$ cat src/rtl/lcp_pkg.sv
// Package for the LED command parser: command byte codes, result kinds,
// run mode numbers, the result and settings structs and the length decode.
// Depends on nothing.
package lcp_pkg;

    localparam logic [7:0] CH_FADE_FLAG = 8'h66;  // 'f'
    localparam logic [7:0] CH_FADE_MODE = 8'h46;  // 'F'
    localparam logic [7:0] CH_COLOR     = 8'h63;  // 'c'
    localparam logic [7:0] CH_COLOR2    = 8'h78;  // 'x'
    localparam logic [7:0] CH_REPEAT    = 8'h52;  // 'R'
    localparam logic [7:0] CH_BRIGHT    = 8'h62;  // 'b'
    localparam logic [7:0] CH_PIXEL     = 8'h31;  // '1'
    localparam logic [7:0] CH_RAW       = 8'h72;  // 'r'
    localparam logic [7:0] CH_MCOLOR    = 8'h43;  // 'C'
    localparam logic [7:0] CH_TWINKLE   = 8'h54;  // 'T'
    localparam logic [7:0] CH_WIPE      = 8'h57;  // 'W'
    localparam logic [7:0] CH_PULSE     = 8'h70;  // 'p'
    localparam logic [7:0] CH_TARDIS    = 8'h74;  // 't'
    localparam logic [7:0] CH_CHASE     = 8'h21;  // '!'

    localparam logic [3:0] KIND_FADE_FLAG = 4'd0;
    localparam logic [3:0] KIND_FADE_MODE = 4'd1;
    localparam logic [3:0] KIND_COLOR     = 4'd2;
    localparam logic [3:0] KIND_COLOR2    = 4'd3;
    localparam logic [3:0] KIND_REPEAT    = 4'd4;
    localparam logic [3:0] KIND_MODE      = 4'd5;
    localparam logic [3:0] KIND_PIX_FADE  = 4'd6;
    localparam logic [3:0] KIND_PIX_SET   = 4'd7;
    localparam logic [3:0] KIND_BRIGHT    = 4'd8;
    localparam logic [3:0] KIND_IGNORED   = 4'd9;

    localparam logic [2:0] MODE_RAW     = 3'd1;
    localparam logic [2:0] MODE_COLOR   = 3'd2;
    localparam logic [2:0] MODE_TWINKLE = 3'd3;
    localparam logic [2:0] MODE_WIPE    = 3'd4;
    localparam logic [2:0] MODE_PULSE   = 3'd5;
    localparam logic [2:0] MODE_TARDIS  = 3'd6;
    localparam logic [2:0] MODE_CHASE   = 3'd7;

    localparam logic [1:0] CFG_INITIAL_MODE   = 2'd0;
    localparam logic [1:0] CFG_INITIAL_COLOR  = 2'd1;
    localparam logic [1:0] CFG_INITIAL_COLOR2 = 2'd2;

    localparam logic [2:0]  RESET_MODE  = MODE_RAW;
    localparam logic [23:0] RESET_COLOR = 24'hFFFFFF;
    localparam logic [2:0]  LAST_SLOT   = 3'd3;

    typedef struct packed {
        logic [3:0]  kind;
        logic [15:0] pixel_index;
        logic [23:0] pixel_color;
        logic [2:0]  new_mode;
        logic        fader_reset;
        logic        fade_direction;
        logic [7:0]  arg_value;
        logic        lights_changed;
    } t_result;

    typedef struct packed {
        logic        fade_enable;
        logic        fade_inv_nz;
        logic [23:0] color;
        logic [2:0]  mode;
    } t_state;

    function automatic logic [2:0] needed_bytes(input logic [7:0] first);
        logic [2:0] n;
        case (first)
            CH_FADE_FLAG, CH_FADE_MODE, CH_REPEAT, CH_BRIGHT: n = 3'd2;
            CH_PIXEL:                                          n = 3'd3;
            CH_COLOR, CH_COLOR2:                               n = 3'd4;
            default:                                           n = 3'd1;
        endcase
        return n;
    endfunction

endpackage

$ cat src/rtl/lcp_exec.sv
// Command decode and execute for the LED command parser: merges the new byte
// into the buffered command, detects completion and runs the command.
// Depends on lcp_pkg.
module lcp_exec
    import lcp_pkg::*;
(
    input  logic [7:0]      i_cmd_byte,
    input  logic [2:0]      i_count,
    input  logic [3:0][7:0] i_buf,
    input  t_state          i_state,
    output logic            o_fire,
    output logic [2:0]      o_count,
    output t_state          o_state,
    output t_result         o_result
);

    always_comb begin
        logic [3:0][7:0] b;
        logic [2:0]      cnt_inc;
        logic            mode_hit;
        logic [2:0]      mode_val;
        for (int i = 0; i < 4; i++) begin
            b[i] = (i_count[1:0] == 2'(i)) ? i_cmd_byte : i_buf[i];
        end
        cnt_inc  = i_count + 3'd1;
        o_fire   = (cnt_inc == needed_bytes(b[0]));
        o_state  = i_state;
        o_result = '0;
        o_result.kind = KIND_IGNORED;
        mode_hit = 1'b0;
        mode_val = '0;
        if (o_fire) begin
            o_count = '0;
        end else if (cnt_inc > LAST_SLOT) begin
            o_count = '0;
        end else begin
            o_count = cnt_inc;
        end
        if (o_fire) begin
            unique case (b[0])
                CH_FADE_FLAG: begin
                    o_state.fade_enable = (b[1] != 8'd0);
                    o_result.kind       = KIND_FADE_FLAG;
                    o_result.arg_value  = b[1];
                end
                CH_FADE_MODE: begin
                    o_state.fade_inv_nz = (b[1] != 8'd0);
                    o_result.kind       = KIND_FADE_MODE;
                    o_result.arg_value  = b[1];
                end
                CH_COLOR: begin
                    o_state.color        = {b[1], b[2], b[3]};
                    o_result.kind        = KIND_COLOR;
                    o_result.pixel_color = {b[1], b[2], b[3]};
                end
                CH_COLOR2: begin
                    o_result.kind        = KIND_COLOR2;
                    o_result.pixel_color = {b[1], b[2], b[3]};
                end
                CH_REPEAT: begin
                    o_result.kind      = KIND_REPEAT;
                    o_result.arg_value = b[1];
                end
                CH_BRIGHT: begin
                    o_result.kind           = KIND_BRIGHT;
                    o_result.arg_value      = b[1];
                    o_result.lights_changed = 1'b1;
                end
                CH_PIXEL: begin
                    if (i_state.mode == MODE_RAW) begin
                        o_result.kind = i_state.fade_enable ? KIND_PIX_FADE : KIND_PIX_SET;
                        o_result.pixel_index    = {b[1], b[2]};
                        o_result.pixel_color    = i_state.color;
                        o_result.lights_changed = 1'b1;
                    end
                end
                CH_RAW: begin
                    mode_hit = 1'b1;
                    mode_val = MODE_RAW;
                end
                CH_MCOLOR: begin
                    mode_hit = 1'b1;
                    mode_val = MODE_COLOR;
                end
                CH_TWINKLE: begin
                    mode_hit = 1'b1;
                    mode_val = MODE_TWINKLE;
                end
                CH_WIPE: begin
                    mode_hit = 1'b1;
                    mode_val = MODE_WIPE;
                end
                CH_PULSE: begin
                    mode_hit = 1'b1;
                    mode_val = MODE_PULSE;
                end
                CH_TARDIS: begin
                    mode_hit = 1'b1;
                    mode_val = MODE_TARDIS;
                end
                CH_CHASE: begin
                    mode_hit = 1'b1;
                    mode_val = MODE_CHASE;
                end
                default: begin
                    mode_hit = 1'b0;
                end
            endcase
            if (mode_hit) begin
                o_state.mode      = mode_val;
                o_result.kind     = KIND_MODE;
                o_result.new_mode = mode_val;
                if (mode_val != MODE_RAW && mode_val != MODE_PULSE) begin
                    o_result.fader_reset    = 1'b1;
                    o_result.fade_direction = (mode_val == MODE_WIPE) ^ i_state.fade_inv_nz;
                end
            end
        end
    end

endmodule

$ cat src/rtl/led_command_parser_core.sv
// LED command parser core: one command byte per transfer, executes complete
// commands and emits one result per command. Depends on lcp_pkg and lcp_exec.
// A result is registered in the output stage when the command's last byte is transferred.
// Throughput: one byte per cycle while the skid entry is empty; a two-entry output stage absorbs output stalls.
// Reset (synchronous, active low) empties the buffer and output stage and loads the reset settings.
module led_command_parser_core
    import lcp_pkg::*;
(
    input  logic        i_clk,
    input  logic        i_rst_n,
    input  logic        i_in_valid,
    output logic        o_in_ready,
    input  logic [7:0]  i_cmd_byte,
    input  logic        i_cfg_valid,
    output logic        o_cfg_ready,
    input  logic [1:0]  i_cfg_index,
    input  logic [23:0] i_cfg_data,
    output logic        o_out_valid,
    input  logic        i_out_ready,
    output logic [3:0]  o_kind,
    output logic [15:0] o_pixel_index,
    output logic [23:0] o_pixel_color,
    output logic [2:0]  o_new_mode,
    output logic        o_fader_reset,
    output logic        o_fade_direction,
    output logic [7:0]  o_arg_value,
    output logic        o_lights_changed
);

    logic [3:0][7:0] r_buf;
    logic [2:0]      r_count;
    t_state          r_state;
    t_result         r_out;
    t_result         r_skid;
    logic            r_out_valid;
    logic            r_skid_valid;

    logic            fire;
    logic [2:0]      n_count;
    t_state          n_state;
    t_state          n_settings;
    t_result         res;
    logic            accept;
    logic            pop;

    lcp_exec u_exec (
        .i_cmd_byte (i_cmd_byte),
        .i_count    (r_count),
        .i_buf      (r_buf),
        .i_state    (r_state),
        .o_fire     (fire),
        .o_count    (n_count),
        .o_state    (n_state),
        .o_result   (res)
    );

    assign o_in_ready  = !r_skid_valid;
    assign o_cfg_ready = 1'b1;
    assign accept      = i_in_valid && o_in_ready;
    assign pop         = r_out_valid && i_out_ready;

    always_comb begin
        n_settings = accept ? n_state : r_state;
        if (i_cfg_valid) begin
            case (i_cfg_index)
                CFG_INITIAL_MODE:  n_settings.mode  = i_cfg_data[2:0];
                CFG_INITIAL_COLOR: n_settings.color = i_cfg_data;
                default: begin
                end
            endcase
        end
    end

    always_ff @(posedge i_clk) begin
        if (accept) begin
            r_buf[r_count[1:0]] <= i_cmd_byte;
        end
    end

    always_ff @(posedge i_clk) begin
        if (!i_rst_n) begin
            r_count             <= '0;
            r_state.fade_enable <= 1'b1;
            r_state.fade_inv_nz <= 1'b0;
            r_state.color       <= RESET_COLOR;
            r_state.mode        <= RESET_MODE;
        end else begin
            if (accept) begin
                r_count <= n_count;
            end
            r_state <= n_settings;
        end
    end

    always_ff @(posedge i_clk) begin
        if (!i_rst_n) begin
            r_out_valid  <= 1'b0;
            r_skid_valid <= 1'b0;
        end else if (r_skid_valid) begin
            if (pop) begin
                r_out        <= r_skid;
                r_skid_valid <= 1'b0;
            end
        end else if (pop || !r_out_valid) begin
            r_out_valid <= accept && fire;
            r_out       <= res;
        end else if (accept && fire) begin
            r_skid       <= res;
            r_skid_valid <= 1'b1;
        end
    end

    assign o_out_valid      = r_out_valid;
    assign o_kind           = r_out.kind;
    assign o_pixel_index    = r_out.pixel_index;
    assign o_pixel_color    = r_out.pixel_color;
    assign o_new_mode       = r_out.new_mode;
    assign o_fader_reset    = r_out.fader_reset;
    assign o_fade_direction = r_out.fade_direction;
    assign o_arg_value      = r_out.arg_value;
    assign o_lights_changed = r_out.lights_changed;

    a_skid_needs_out: assert property (@(posedge i_clk) disable iff (!i_rst_n)
        r_skid_valid |-> r_out_valid)
        else $error("skid entry held while output register is empty");

    a_count_range: assert property (@(posedge i_clk) disable iff (!i_rst_n)
        r_count <= LAST_SLOT)
        else $error("byte count beyond command buffer");

    a_pixel_lights: assert property (@(posedge i_clk) disable iff (!i_rst_n)
        (o_out_valid && (o_kind == KIND_PIX_FADE || o_kind == KIND_PIX_SET))
            |-> o_lights_changed)
        else $error("pixel result without lights change");

    a_stall_hold: assert property (@(posedge i_clk) disable iff (!i_rst_n)
        (o_out_valid && !i_out_ready) |=> (o_out_valid && $stable(o_kind)))
        else $error("stalled result changed");

endmodule

$ cat config.mk
export PLATFORM = sky130hd
export DESIGN_NAME = led_command_parser_core
export DESIGN_NICKNAME = d
export VERILOG_FILES = /design/src/rtl/lcp_pkg.sv /design/src/rtl/lcp_exec.sv /design/src/rtl/led_command_parser_core.sv
export SDC_FILE = /design/constraint.sdc
export NUM_CORES = 1
export LEC_CHECK = 0
export ABC_AREA = 1
export BUFFER_PORTS_ARGS = -buffer_cell sky130_fd_sc_hd__buf_2
export CORE_UTILIZATION = 35
export CTS_CLUSTER_SIZE = 12
export DETAILED_ROUTE_END_ITERATION = 8
export GPL_TIMING_DRIVEN = 0
export PLACE_DENSITY = 0.49
export SYNTH_ARGS = -nofsm -noshare
export SYNTH_HDL_FRONTEND = slang
export SYNTH_SLANG_ARGS = --single-unit
export TNS_END_PERCENT = 100
$ cat constraint.sdc
create_clock -name i_clk -period 7.1 [get_ports i_clk]
set_input_delay 0.355 -clock i_clk [delete_from_list [all_inputs] [get_ports i_clk]]
set_output_delay 0.355 -clock i_clk [all_outputs]
set_load 0.02 [all_outputs]
==> results.md, run 1 <==
- Cells after Synth: 1,006
- Htree depth: 4
- Hold Violations, Final: 0
- Seq. cell area: 5125 um2
- Max-Slew Margin vs Limit: 33.10%
- Unrepaired setup endpoints after global routing: no
- Register bit count reported by yosys: 182
- Sequential share of power: 43.3%
- Crit path DAT: 4.45 ns
- PnR Total Power: 2957 uW
- Die X: 161.1 um
- Post-synth EDFFs: 148
- Syn_nets: 1,050
- Post-synthesis simple-gate area fraction: 21.44%
- Multi-input logic area: 2940 um2
- Tcrit/Tclk final: 60.78%
- Post-Synth Adder-Cell Area: 0.7062%
- Syn-to-layout area delta: 17.82%
- Num CTS Buffers: 17
- R2R Setup Slk: 2.78 ns
- Initial drt markers: 531
- CTS Sinks: 182
- Starting Density: 36.00%
- Core footprint: 24,600 um2
- Critical Path Fanout Max: 33
- Post-CTS setup buffer count: 0
- Class of the worst hold path: input pin to register
- Ys async rst share: 0%
- Number of fillers in the final layout: 2,483
- Crit Path Class: register to register
- Vias in the first global route: 6,535
- Final Core Density: 42.42%
- Clock root cell: clkbuf_16
- Main synth FF type: edfxtp_1
- Internal power: 1926 uW
- Final Critical Period: 4.316 ns
- Row count: 57
- Pleak: 0.004813 uW
- Bufs on Longest Clock Path: 2
- Final cell count without fillers: 1,466
- Yosys warns: 0
- P per Cell Area: 283.3 nW/um2
- Share of cells above drive strength 1: 15.76%
- # Max-Cap Violations: 0
- Vias: 7,020
- Final Hold Slack: 0.1613 ns
- Compound-cell area share of the yosys netlist: 10.48%
- Global-route wire length before repair: 37,970 um
- Full die area: 25,950 um2
- Final-stage net count: 1,173
- Achievable clock frequency: 231.7 MHz
- Placed cells: 1,434
- Mux cell area share after synthesis: 0%
- Initial antenna violation count: 0
- Remaining DRCs: 0
- Seq/Total Area, Yosys: 57.85%
- Routed wire length: 24,340 um
- Worst clock skew: 0.01376 ns
- Run status: complete, no violations
- VDD IR-drop max: 0.1243 mV
- Post-cts resize count: 0
- DR WL/cell: 16.60 um
- Largest net degree at the start of global routing: 34
- Final HPWL DP: 18,780 um
- Die Ht: 161.1 um
- Comb power frac: 24.1%
- Max-slew violation count: 0
- Vias per cell: 4.789
- Antenna-violating nets left: 0
- Syn Area/Cell: 8.806 um2
- Hold-fix buffers at CTS: 0
- Sw Share: 34.87%
- GPL Wtd Cong: 0.8546
- Initial DRT Pass Iterations: 5
- Grt ovf: 0
- Post-synthesis xor/xnor area fraction: 0.3814%
- IO Pins: 100
- TritonCTS clock tree: yes
- Worst-path clk slew: 0.07 ns
- Worst-skew pair later-pin latency: 0.44 ns
- CP endpoint kind: register
- Synth unique cells: 42
- Switching power: 1031 uW
- CP Launch Type: register
- Overall Global Routing Usage: 19.48%
- Ant. Diodes: 0
- Mapped Area: 8858 um2
- Final setup viols: 0
- Worst slew pin tran: 0.9930 ns
- Worst endpoint required time: 7.23 ns
- Main combinational cell family by area after synthesis: simple AND/OR/NAND/NOR gates
- Clock share of power: 32.6%
- PortBufs: 98
==> sequential cells by signal (all words and copies together), names as in the netlist <==
register / flops
o_arg_value: 8
r_count: 3
o_fader_reset: 1
r_skid_valid: 1
o_new_mode: 3
r_buf: 32
o_pixel_index: 16
o_kind: 4
o_out_valid: 1
r_state: 29
o_pixel_color: 24
o_fade_direction: 1
o_lights_changed: 1
r_skid: 58
==> logic make-up after synthesis <==
kind of cell    after synthesis
fa+ha+maj                     5
compound gates              162
buf+inv                     203
simple gates                450
flops                       182
xor+xnor                      3
other cells                   1
==> per-stage QoR <==
stage	TNS (ns)	instance area, um2	setup WS [ns]
finish	0	10440	2.784
global route	0	10440	2.354
CTS	0	10440	2.772
detailed placement	0	9839	2.803
global placement	-26.63	9754	-0.4699
floorplan	0	8859	1.710
==> Yosys cell counts (3+ instances only) <==
cell,n,area [um2]
buf_1,3,11.26
nand2_2,3,18.77
edfxtp_1,148,4444
inv_1,141,529.3
nand2_4,3,33.78
clkbuf_1,33,123.9
nand3_1,64,320.3
o32ai_1,10,87.58
o22ai_1,36,225.2
o21ai_0,80,400.4
ha_1,5,62.56
nor2_2,3,18.77
a21oi_1,25,125.1
buf_2,12,60.06
buf_4,3,22.52
dfxtp_1,34,680.7
nand2_1,291,1092
o21ba_2,3,30.03
inv_2,6,22.52
nor3_1,4,20.02
nand4_1,18,112.6
nor2_1,57,214.0
==> critical path, cell delays in order (launching register included) <==
cell	delay, ns
dfxtp_1	0.41
inv_1	0.14
ha_1	0.22
buf_4	0.16
inv_4	0.10
nand2_1	0.06
nand2_1	0.08
nand2_1	0.13
nor2_2	0.22
nand2_1	0.18
nand2_4	0.15
xor2_2	0.17
inv_1	0.06
nor2_1	0.19
nand2_1	0.14
nor2_1	0.18
buf_4	0.24
nand2_1	0.12
nor2_4	0.74
buf_12	0.28
==> cell type report <==
cell class | instances | share of cell area, %
buffer | 53 | 2.302
clock buffer | 17 | 4.076
clock inverter | 15 | 1.654
inverter | 150 | 5.418
multi-input combinational | 621 | 28.17
sequential | 182 | 49.10
tap | 324 | 3.884
timing repair buffer | 104 | 5.394
==> per-layer routing <==
metal / up-vias / share of wire [%] / global-route usage (%) / wire length, um
met5: - / 0 / 0 / 0
li1: 3577 / - / - / -
met1: 3199 / 49 / 28.29 / 12010
met3: 26 / 5.2 / 3.416 / 1258
met4: 0 / 1.5 / 5.703 / 376
met2: 218 / 44 / 29.62 / 10700
==> path summary, 6_finish.rpt <==
path / start / end / cells after the start
min: i_cfg_data[0] / r_state[0] / 3
min reg2reg: r_count[2] / r_count[2] / 2
max: r_count[0] / r_skid[29] / 19
max reg2reg: r_count[0] / r_skid[29] / 19
==> layout by cell type (no fill, tap or decap), types with 5 or more instances in the layout <==
cell       count
o22ai_1       36
dfxtp_1       34
nand2_1      291
o21ai_0       80
buf_2        110
inv_8          5
buf_6          6
a21oi_1       25
ha_1           5
nor2_1        56
inv_2          6
clkbuf_16     17
edfxtp_1     148
inv_1        141
nand3_1       64
clkbuf_1      33
o32ai_1       10
nand4_1       18
==> power by group through the flow <==
stage,clock [uW],combinational [uW],sequential [uW]
after floorplan,0,421,1370
after global placement,0,697,1310
after detailed placement,0,709,1310
after CTS,978,711,1280
after global routing,1020,790,1290
final,964,713,1280
No activity file was read; power rests on OpenSTA's default activity.
==> run 2, diff against run 1 <==
==> constraint.sdc (replaced) <==
create_clock -name i_clk -period 4.4 [get_ports i_clk]
set_input_delay 0.22 -clock i_clk [delete_from_list [all_inputs] [get_ports i_clk]]
set_output_delay 0.22 -clock i_clk [all_outputs]
set_load 0.02 [all_outputs]
==> run 2 against run 1 <==
Compared with the run above: global-route usage is 0.48 points lower; sequential share of layout area barely moved; register-to-register slack got worse by 2.3 ns; fmax increased by 11%; combinational power increased by 63%; first-iteration DRC count rose by 15%; largest cell class unchanged; critical endpoint is now r_skid[57]; via count is 0.51% lower; final area about the same; non-clock buffer count is 1 lower; critical path depth is 1 lower; hold slack worse by 0.15 ns; cell count unchanged.
==> results.md, run 2 (synthesized netlist as in run 1, its figures left out) <==
- Run status: complete, no violations (unchanged)
- Vias in the first global route: 6,441 (was 6,535)
- Worst endpoint required time: 4.48 ns (was 7.23 ns)
- Most frequent cells in the layout: 291 x nand2_1, 148 x edfxtp_1, 141 x inv_1 (unchanged)
- Routed wire length: 24,310 um (was 24,340 um)
- Vias per cell: 4.764 (was 4.789)
- Final-stage net count: 1,173 (unchanged)
- CP endpoint kind: register (unchanged)
- P per Cell Area: 452.0 nW/um2 (was 283.3 nW/um2)
- Core footprint: 24,600 um2 (unchanged)
- Crit Path Class: register to register (unchanged)
- Max-Slew Margin vs Limit: 33.02% (was 33.10%)
- Max-slew violation count: 0 (unchanged)
- # Max-Cap Violations: 0 (unchanged)
- Largest stage delay on the critical path: 0.46 ns (was 0.74 ns)
- IO Pins: 100 (unchanged)
- Initial antenna violation count: 0 (unchanged)
- Final HPWL DP: 18,740 um (was 18,780 um)
- Starting Density: 36.00% (unchanged)
- Achievable clock frequency: 257.3 MHz (was 231.7 MHz)
- Slowest-stage cell, CP: nor2_4 (unchanged)
- Initial drt markers: 608 (was 531)
- Worst slew pin tran: 0.9942 ns (was 0.9930 ns)
- PortBufs: 98 (unchanged)
- Unrepaired setup endpoints after global routing: no (unchanged)
- Hold-fix buffers at CTS: 0 (unchanged)
- Global-route wire length before repair: 37,400 um (was 37,970 um)
- TritonCTS clock tree: yes (unchanged)
- Max reg flops: 58 (unchanged)
- Num CTS Buffers: 17 (unchanged)
- Most common cell after layout, fill and taps aside: nand2_1 (unchanged)
- Crit path DAT: 3.97 ns (was 4.45 ns)
- Vias: 6,984 (was 7,020)
- Worst-path clk slew: 0.08 ns (was 0.07 ns)
- CP Launch Type: register (unchanged)
- Most frequent CP cell: nand2_1 (unchanged)
- Grt ovf: 0 (unchanged)
- DR WL/cell: 16.58 um (was 16.60 um)
- Clock root cell: clkbuf_16 (unchanged)
- Full die area: 25,950 um2 (unchanged)
- Largest Register: r_skid (unchanged)
- PnR Total Power: 4723 uW (was 2957 uW)
- CTS Sinks: 182 (unchanged)
- Worst-skew pair later-pin latency: 0.44 ns (about the same)
- Final Hold Slack: 0.01580 ns (was 0.1613 ns)
- Antenna-violating nets left: 0 (unchanged)
- Row count: 57 (unchanged)
- Ant. Diodes: 0 (unchanged)
- Final Critical Period: 3.886 ns (was 4.316 ns)
- Die X: 161.1 um (unchanged)
- Syn-to-layout area delta: 17.94% (was 17.82%)
- Initial DRT Pass Iterations: 5 (unchanged)
- Overall Global Routing Usage: 19.01% (was 19.48%)
- Worst clock skew: 0.01024 ns (was 0.01376 ns)
- Final setup viols: 0 (unchanged)
- Number of fillers in the final layout: 2,495 (was 2,483)
- Hold Violations, Final: 0 (unchanged)
- Share of cells above drive strength 1: 15.67% (was 15.76%)
- Critical Path Fanout Max: 14 (was 33)
- Worst path cell trace: inv_1 > ha_1 > buf_4 > inv_4 > nand2_1 > nand2_1 > nand2_1 > nor2_2 > nand2_1 > nand2_4 > xor2_2 > inv_1 > nor2_1 > nand2_1 > nor2_1 > buf_4 > nand2_1 > nor2_4 (was inv_1 > ha_1 > buf_4 > inv_4 > nand2_1 > nand2_1 > nand2_1 > nor2_2 > nand2_1 > nand2_4 > xor2_2 > inv_1 > nor2_1 > nand2_1 > nor2_1 > buf_4 > nand2_1 > nor2_4 > buf_12)
- Tcrit/Tclk final: 88.32% (was 60.78%)
- VDD IR-drop max: 0.1789 mV (was 0.1243 mV)
- Largest net degree at the start of global routing: 31 (was 34)
- GPL Wtd Cong: 0.8530 (was 0.8546)
- Die Ht: 161.1 um (unchanged)
- Pleak: 0.004811 uW (was 0.004813 uW)
- Remaining DRCs: 0 (unchanged)
- Htree depth: 4 (unchanged)
- Class of the worst hold path: input pin to register (unchanged)
- Bufs on Longest Clock Path: 2 (unchanged)
==> run 2: repair_timing <==
item | CTS | global route
setup endpoints to repair | 0 | 58
resized for setup | 0 | 1
hold endpoints to repair | 0 | 0
buffers inserted | 0 | 1
==> run 2: layout make-up <==
class / count / area (um2) / area share [%]
buffer: 53 / 240.2 / 2.299
clock buffer: 17 / 425.4 / 4.072
sequential: 182 / 5125 / 49.05
clock inverter: 15 / 152.6 / 1.461
timing repair buffer: 103 / 575.6 / 5.509
multi-input combinational: 622 / 2958 / 28.31
inverter: 150 / 565.5 / 5.413
tap: 324 / 405.4 / 3.880
==> run 2: layer usage <==
| metal | global-route usage [%] | vias to the layer above | routed length, um |
|---|---|---|---|
| li1 | - | 3579 | - |
| met2 | 29.29 | 197 | 10970 |
| met4 | 5.103 | 0 | 273 |
| met3 | 2.337 | 21 | 1131 |
| met5 | 0 | - | 0 |
| met1 | 28.08 | 3187 | 11940 |
==> run 2: worst max-delay path, delay by kind of cell (launching register included) <==
family,cells,cell delay (ns)
buf+inv,5,0.69
fa+ha+maj,1,0.22
xor+xnor,1,0.18
simple gates,11,1.99
flops,1,0.42
==> run 2: path summary, 6_finish.rpt <==
| path | startpoint | endpoint | slack, ns | cells past startpoint |
|---|---|---|---|---|
| worst max-delay path | r_count[0] | r_skid[57] | 0.51 | 18 |
| worst min-delay path | i_cfg_data[0] | r_state[0] | 0.02 | 3 |
| worst max register to register | r_count[0] | r_skid[57] | 0.51 | 18 |
| worst min register to register | r_count[2] | r_count[2] | 0.45 | 2 |
==> run 2: report_power, final <==
| part | total [uW] | switching [uW] | internal, uW |
|---|---|---|---|
| Clock | 1500 | 744 | 758 |
| Sequential | 2060 | 44.0 | 2020 |
| Combinational | 1160 | 836 | 321 |
| Total | 4720 | 1620 | 3100 |
==> run 2: stage by stage <==
stage	util, %	std cells	TNS (ns)	instance area (um2)	worst slack, ns
after global routing	42.46	1466	0	10450	0.1306
final	42.46	1466	0	10450	0.5141
after floorplan	-	1006	0	8866	0.09776
after CTS	42.38	1464	0	10430	0.1402
after global placement	39.67	1428	-105.54	9762	-1.209
after detailed placement	40.04	1432	0	9851	0.1548
